**src/rtl/core/mpmc_pkg.sv**
```systemverilog
// ---------------------------------------------------------------------------
// mpmc_pkg: shared types and constants of the multitrack PCM mix compressor
// Field widths, lane and merge structs, and the compressor segment tables.
// ---------------------------------------------------------------------------
package mpmc_pkg;

  localparam int SAMPLE_W    = 16;
  localparam int MAX_TRACKS  = 8;
  localparam int MASK_W      = 8;
  localparam int MASK_LSB    = MAX_TRACKS * SAMPLE_W;
  localparam int IN_TDATA_W  = MASK_LSB + MASK_W;
  localparam int OUT_TDATA_W = SAMPLE_W;
  // sum of up to eight 16-bit samples
  localparam int SUM_W       = 19;
  localparam int CNT_W       = 4;
  localparam int LOW_W       = 15;
  localparam int PROD_W      = LOW_W + 3;
  localparam int SEG_W       = 3;
  localparam int SHIFT_W     = 4;
  localparam int NUM_SEGS    = 5;

  typedef enum logic [1:0] {
    KIND_NONE,
    KIND_ONE,
    KIND_MIX
  } mix_kind_e;

  typedef struct packed {
    logic                       valid;
    logic signed [SAMPLE_W-1:0] sample;
  } lane_t;

  typedef struct packed {
    mix_kind_e                  kind;
    logic signed [SUM_W-1:0]    sum;
    logic signed [SAMPLE_W-1:0] last;
    logic                       block_last;
  } mix_t;

  function automatic logic [SHIFT_W-1:0] seg_shift(input logic [SEG_W-1:0] seg);
    logic [SHIFT_W-1:0] sh;
    unique case (seg)
      3'd0:    sh = 4'd3;
      3'd1:    sh = 4'd6;
      3'd2:    sh = 4'd9;
      3'd3:    sh = 4'd12;
      default: sh = 4'd15;
    endcase
    return sh;
  endfunction

  function automatic logic [SAMPLE_W-1:0] seg_base(input logic [SEG_W-1:0] seg);
    logic [SAMPLE_W-1:0] base;
    unique case (seg)
      3'd0:    base = 16'd0;
      3'd1:    base = 16'd28672;
      3'd2:    base = 16'd32256;
      3'd3:    base = 16'd32704;
      default: base = 16'd32760;
    endcase
    return base;
  endfunction

endpackage

```
**src/rtl/core/mpmc_lane.sv**
```systemverilog
// ---------------------------------------------------------------------------
// mpmc_lane: one track lane
// Registers the track sample, forced to zero when its mask bit is clear.
// ---------------------------------------------------------------------------
module mpmc_lane
  import mpmc_pkg::*;
(
  input  logic                       clk_i,
  input  logic                       en_i,
  input  logic                       valid_i,
  input  logic signed [SAMPLE_W-1:0] sample_i,
  output lane_t                      lane_o
);

  lane_t lane_d, lane_q;

  always_comb begin
    lane_d.valid  = valid_i;
    lane_d.sample = valid_i ? sample_i : '0;
  end

  always_ff @(posedge clk_i) begin
    if (en_i) begin
      lane_q <= lane_d;
    end
  end

  assign lane_o = lane_q;

endmodule

```
**src/rtl/core/mpmc_merge.sv**
```systemverilog
// ---------------------------------------------------------------------------
// mpmc_merge: lane merge stage
// Sums the lane samples, counts valid lanes and picks the highest valid one.
// ---------------------------------------------------------------------------
module mpmc_merge
  import mpmc_pkg::*;
#(
  parameter int TRACKS = 8
) (
  input  logic  clk_i,
  input  logic  en_i,
  input  lane_t lanes_i [TRACKS],
  input  logic  block_last_i,
  output mix_t  mix_o
);

  mix_t             mix_d, mix_q;
  logic [CNT_W-1:0] cnt;

  always_comb begin
    mix_d.sum  = '0;
    mix_d.last = '0;
    cnt        = '0;
    for (int i = 0; i < TRACKS; i++) begin
      mix_d.sum = mix_d.sum + SUM_W'(lanes_i[i].sample);
      cnt       = cnt + CNT_W'(lanes_i[i].valid);
      if (lanes_i[i].valid) begin
        mix_d.last = lanes_i[i].sample;
      end
    end
    priority if (cnt == '0) begin
      mix_d.kind = KIND_NONE;
    end else if (cnt == CNT_W'(1)) begin
      mix_d.kind = KIND_ONE;
    end else begin
      mix_d.kind = KIND_MIX;
    end
    mix_d.block_last = block_last_i;
  end

  always_ff @(posedge clk_i) begin
    if (en_i) begin
      mix_q <= mix_d;
    end
  end

  assign mix_o = mix_q;

endmodule

```
**src/rtl/core/mpmc_curve.sv**
```systemverilog
// ---------------------------------------------------------------------------
// mpmc_curve: compressor curve and output register
// Maps the mix magnitude through the five-segment curve and restores sign.
// ---------------------------------------------------------------------------
module mpmc_curve
  import mpmc_pkg::*;
(
  input  logic                       clk_i,
  input  logic                       en_i,
  input  mix_t                       mix_i,
  output logic signed [SAMPLE_W-1:0] sample_o,
  output logic                       last_o
);

  logic [SUM_W-1:0]          mag;
  logic [SUM_W-LOW_W-1:0]    hi;
  logic [SEG_W-1:0]          seg;
  logic [LOW_W-1:0]          low;
  logic [PROD_W-1:0]         prod;
  logic [PROD_W-1:0]         shifted;
  logic [SAMPLE_W-1:0]       val;
  logic [SAMPLE_W-1:0]       sample_d, sample_q;
  logic                      last_q;

  always_comb begin
    mag = mix_i.sum[SUM_W-1] ? SUM_W'(-mix_i.sum) : SUM_W'(mix_i.sum);
    hi  = mag[SUM_W-1:LOW_W];
    seg = (hi > (SUM_W-LOW_W)'(NUM_SEGS - 1)) ? SEG_W'(NUM_SEGS - 1) : hi[SEG_W-1:0];
    low = mag[LOW_W-1:0];
    // times seven as times eight minus one
    prod    = {low, 3'b000} - {3'b000, low};
    shifted = prod >> seg_shift(seg);
    val     = shifted[SAMPLE_W-1:0] + seg_base(seg);
    unique case (mix_i.kind)
      KIND_NONE: sample_d = '0;
      KIND_ONE:  sample_d = mix_i.last;
      KIND_MIX:  sample_d = mix_i.sum[SUM_W-1] ? -val : val;
      default:   sample_d = '0;
    endcase
  end

  always_ff @(posedge clk_i) begin
    if (en_i) begin
      sample_q <= sample_d;
      last_q   <= mix_i.block_last;
    end
  end

  assign sample_o = sample_q;
  assign last_o   = last_q;

endmodule

```
**src/rtl/core/multitrack_pcm_mix_compressor.sv**
```systemverilog
// ---------------------------------------------------------------------------
// multitrack_pcm_mix_compressor: multitrack PCM mixer with curve compressor
// Mixes up to TRACKS masked 16-bit tracks into one 16-bit sample, curve-compressed when two or more mix.
// ---------------------------------------------------------------------------
//  channel  | dir | tdata                                  | tlast
//  s_axis   | in  | sample_0..7 [127:0], valid_mask [135:128] | end_of_block
//  m_axis   | out | mixed_sample [15:0]                    | block_last
//
//  Three register stages: track lanes, lane merge (adder chain), curve.
//  One transfer per cycle in and out while the output is not stalled.
//  A stalled output holds its result; the earlier stages keep filling
//  until the first occupied stage cannot advance.
//  Reset clears the stage valid flags only.
// ---------------------------------------------------------------------------
module multitrack_pcm_mix_compressor
  import mpmc_pkg::*;
#(
  parameter int TRACKS = 8
) (
  input  logic                   clk_i,
  input  logic                   rst_ni,
  input  logic                   s_axis_tvalid_i,
  output logic                   s_axis_tready_o,
  // sample_0 .. sample_7 (16 bits each), valid_mask (8 bits)
  input  logic [IN_TDATA_W-1:0]  s_axis_tdata_i,
  input  logic                   s_axis_tlast_i,
  output logic                   m_axis_tvalid_o,
  input  logic                   m_axis_tready_i,
  // mixed_sample (16 bits)
  output logic [OUT_TDATA_W-1:0] m_axis_tdata_o,
  output logic                   m_axis_tlast_o
);

  lane_t lanes [TRACKS];
  mix_t  mix;
  logic  lane_valid_q, mix_valid_q, out_valid_q;
  logic  lane_en, mix_en, out_en;
  logic  eob_q;
  logic signed [SAMPLE_W-1:0] mixed;

  // advance a stage when it is empty or the next one advances
  assign out_en  = !out_valid_q || m_axis_tready_i;
  assign mix_en  = !mix_valid_q || out_en;
  assign lane_en = !lane_valid_q || mix_en;

  always_ff @(posedge clk_i or negedge rst_ni) begin
    if (!rst_ni) begin
      lane_valid_q <= 1'b0;
      mix_valid_q  <= 1'b0;
      out_valid_q  <= 1'b0;
    end else begin
      if (lane_en) begin
        lane_valid_q <= s_axis_tvalid_i;
      end
      if (mix_en) begin
        mix_valid_q <= lane_valid_q;
      end
      if (out_en) begin
        out_valid_q <= mix_valid_q;
      end
    end
  end

  always_ff @(posedge clk_i) begin
    if (lane_en) begin
      eob_q <= s_axis_tlast_i;
    end
  end

  for (genvar i = 0; i < TRACKS; i++) begin : g_lane
    mpmc_lane u_lane (
      .clk_i    (clk_i),
      .en_i     (lane_en),
      .valid_i  (s_axis_tdata_i[MASK_LSB + i]),
      .sample_i (s_axis_tdata_i[i*SAMPLE_W +: SAMPLE_W]),
      .lane_o   (lanes[i])
    );
  end

  mpmc_merge #(
    .TRACKS (TRACKS)
  ) u_merge (
    .clk_i        (clk_i),
    .en_i         (mix_en),
    .lanes_i      (lanes),
    .block_last_i (eob_q),
    .mix_o        (mix)
  );

  mpmc_curve u_curve (
    .clk_i    (clk_i),
    .en_i     (out_en),
    .mix_i    (mix),
    .sample_o (mixed),
    .last_o   (m_axis_tlast_o)
  );

  assign s_axis_tready_o = lane_en;
  assign m_axis_tvalid_o = out_valid_q;
  assign m_axis_tdata_o  = mixed;

endmodule

```
**config.mk**
```make
export PLATFORM = sky130hd
export DESIGN_NAME = multitrack_pcm_mix_compressor
export DESIGN_NICKNAME = d
export VERILOG_FILES = /design/src/rtl/core/mpmc_pkg.sv /design/src/rtl/core/mpmc_lane.sv /design/src/rtl/core/mpmc_merge.sv /design/src/rtl/core/mpmc_curve.sv /design/src/rtl/core/multitrack_pcm_mix_compressor.sv
export SDC_FILE = /design/constraint.sdc
export NUM_CORES = 1
export LEC_CHECK = 0
export BUFFER_PORTS_ARGS = -buffer_cell sky130_fd_sc_hd__buf_4
export CORE_MARGIN = 3
export CORE_UTILIZATION = 60
export DETAILED_ROUTE_END_ITERATION = 7
export PLACE_DENSITY = 0.82
export SYNTH_ARGS = -nofsm -noshare
export SYNTH_HDL_FRONTEND = slang
export SYNTH_SLANG_ARGS = --single-unit
export TNS_END_PERCENT = 50
```
**constraint.sdc**
```tcl
create_clock -name clk_i -period 21.4 [get_ports clk_i]
set_input_delay 1.07 -clock clk_i [delete_from_list [all_inputs] [get_ports clk_i]]
set_output_delay 1.07 -clock clk_i [all_outputs]
set_load 0.02 [all_outputs]
```
==> impl_metrics.csv <==
group,metric,value,unit
outcome,run_status,"complete, no violations",
logic_synthesis,ys_types,81,
setup_path,critPathCaptureType,"flip-flop",
global_routing,grt_antenna_before_repair,0,
sta,worstMarginPinSlew,1.148,ns
logic_synthesis,syn_avg_cell_area,10.53,sq um
logic_synthesis,ys_seq_elements,195,
setup_path,crit_type,"reg -> reg",
drt,vias,10310,
sta,timing.final.max_slew_violations,0,
logic_synthesis,seq_area_frac_synth,0.4096,
layout,fin_area,16270,sq um
clocking,htreeDepth,4,
logic_synthesis,synth_commonest_cells,"edfxtp_1, inv_1, and2_1, a21oi_1",
drt,vias_per_cell,5.694,
logic_synthesis,synthTopCellsByArea,"edfxtp_1, fa_1, and2_1, ha_1, inv_1",
clocking,cts_tree,"yes",
sta,finalHoldViolations,0,
global_routing,grt_max_degree,75,
drt,wl,32940,um
setup_path,start_kind,"flip-flop",
logic_synthesis,yosysMostFrequentCell,"edfxtp_1",
placed_design,port_buffers,159,
clocking,clkTransAtPathRegs,0.08,ns
logic_synthesis,syn_area,14260,sq um
job,drv_cap,0,
clocking,clk_path_buf_depth,2,
global_routing,grt_usage,0.2588,
placed_design,gp_congestion,0.8907,
sta,fin_crit,7.491,ns
setup_path,cp_common_cell,"a21oi_1",
clocking,cts_setup_buffers,0,
floorplanning,die_w,160.2,um
floorplanning,initial_core_util,0.6204,
layout,n_antenna_cell,0,
floorplanning,core_area,22980,sq um
layout,synthToLayoutAreaGrowth,14.13,%
layout,fill_cells,1654,
drt,drt-wirelength-per-cell,18.19,um
sta,fmax,0.1335,GHz
logic_synthesis,synth_top_area_frac,0.4044,
placed_design,postPlaceCellArea,15690,sq um
clocking,hold_buffers,0,
sta,relSlewSlack,0.2332,
drt,ant_nets,0,
global_routing,overflow,0,
drt,firstDrtPassIters,5,
floorplanning,ios,160,
global_routing,first_global_vias,10660,
sta,skew,0.02427,ns
placed_design,dpl.hpwl,25880,um
floorplanning,die_y,160.2,um
drt,drt_iter0_drc,906,
floorplanning,die-area,25650,sq um
setup_path,arrival,7.66,ns
sta,setup_tns,0,ns
layout,nets,1779,
drt,drc,0,
logic_synthesis,synth_ff_type,"edfxtp_1",
sta,rsz0062_at_grt,"false",
sta,setup-violations-final,0,
logic_synthesis,synth_nets,1647,
floorplanning,rows,55,
clocking,cts_resized,0,
clocking,clk_latency,0.44,ns
setup_path,crit_required,21.57,ns
setup_path,critPathMaxStageDelay,0.65,ns
worst_hold_path,hp-class,"in -> async",
setup_path,cp_slowest_cell,"or4b_1",
logic_synthesis,yosysWarnings,0,
sta,layout_worst_path_cycle_share,0.3500,
logic_synthesis,synth-edff-count,192,
layout,drive_gt1_frac,0.1582,
logic_synthesis,netlist_instances,1354,
clocking,cts_root_buf,"clkbuf_16",
logic_synthesis,yosys.area.top_type,"edfxtp_1",
setup_path,crit_fanout,9,
global_routing,grt_pass1_wl,53210,um
clocking,cts_sinks,195,
logic_synthesis,async_reset_ff_frac,0.01538,
clocking,cts_buffers,17,
[cell type report]
| type | count | area, sq um | share of cell area |
|---|---|---|---|
| clock inverter | 14 | 161.4 | 0.009919 |
| multi-input combinational | 955 | 7634 | 0.4691 |
| clock buffer | 17 | 425.4 | 0.02614 |
| tap | 313 | 391.6 | 0.02407 |
| inverter | 149 | 559.3 | 0.03437 |
| timing repair buffer | 168 | 1261 | 0.07750 |
| sequential | 195 | 5841 | 0.3589 |
[worst max-delay path: cells and delay by family, from the launching register on]
family | cells | cell delay [ns]
buf+inv | 2 | 0.17
flops | 1 | 0.45
compound gates | 17 | 3.76
fa+ha+maj | 3 | 0.87
simple gates | 4 | 1.03
mux | 1 | 0.07
xor+xnor | 4 | 0.89
[worst paths after layout]
kind | start | slack (ns) | cells after the start | end
max in group asynchronous | rst_ni | 20.89 | 1 | mix_valid_q
worst min register to register | u_merge.mix_o[0] | 0.43 | 0 | u_curve.last_o
worst max-delay path | u_merge.mix_o[17] | 13.91 | 31 | u_curve.sample_o[14]
min in group clk_i | u_merge.mix_o[0] | 0.43 | 0 | u_curve.last_o
worst max register to register | u_merge.mix_o[17] | 13.91 | 31 | u_curve.sample_o[14]
worst min-delay path | rst_ni | 0.42 | 1 | lane_valid_q
[flip-flops by register name, indices dropped and copies added, names as in the netlist]
signal                flops
lane_valid_q              1
u_curve.sample_o         16
u_curve.last_o            1
mix_valid_q               1
m_axis_tvalid_o           1
u_merge.mix_o            38
eob_q                     1
g_lane.u_lane.lane_o    136
[cell families after synthesis]
group,count (synthesis),share of synthesized area
AND/OR/NAND/NOR,406,0.1501
XOR/XNOR,82,0.05090
buffers and inverters,204,0.05502
flip-flops,195,0.4096
adder cells (fa/ha/maj),152,0.1813
multiplexers,27,0.02036
AO/OA/AOI/OAI,288,0.1327
[routing by layer]
metal / vias up / GRT usage / wire (um)
li1: 4961 / - / -
met1: 4871 / 0.3270 / 13320
met2: 401 / 0.4485 / 16330
met3: 78 / 0.04021 / 2071
met4: 0 / 0.1034 / 1225
met5: - / 0 / 0
[stage by stage]
| step | hold slack (ns) | utilization | worst slack [ns] | instances |
|---|---|---|---|---|
| after floorplan | 0.4003 | - | 14.45 | 1354 |
| after global placement | 0.4032 | 0.6825 | 14.10 | 1780 |
| after detailed placement | 0.4099 | 0.6825 | 13.94 | 1780 |
| after CTS | 0.4004 | 0.7080 | 13.94 | 1811 |
| after global routing | 0.3941 | 0.7080 | 13.27 | 1811 |
| final | 0.4167 | 0.7080 | 13.91 | 1811 |
[cells in the final DEF (no fill, tap or decap), types with 6 or more instances in the layout]
cell       instances
nor2b_1           10
a221o_1           15
o21bai_1           8
xor2_1            23
fa_1              91
buf_4            168
nor2_1            91
ha_1              61
xnor2_1           58
a211oi_1          11
nand3_1           14
mux2i_1           11
o211ai_1           7
clkbuf_16         17
and2_1           132
o21ai_0           70
nand2_1           72
nand2b_1          20
nor3_1            18
or3_1              8
and3_1             6
a21oi_1           97
a31oi_1            7
a21o_1            14
o31ai_1            6
mux2_2            16
inv_1            147
edfxtp_1         192
Power is not shown: default switching activity piles up to over one toggle a cycle in this logic, so the estimate is an artifact.
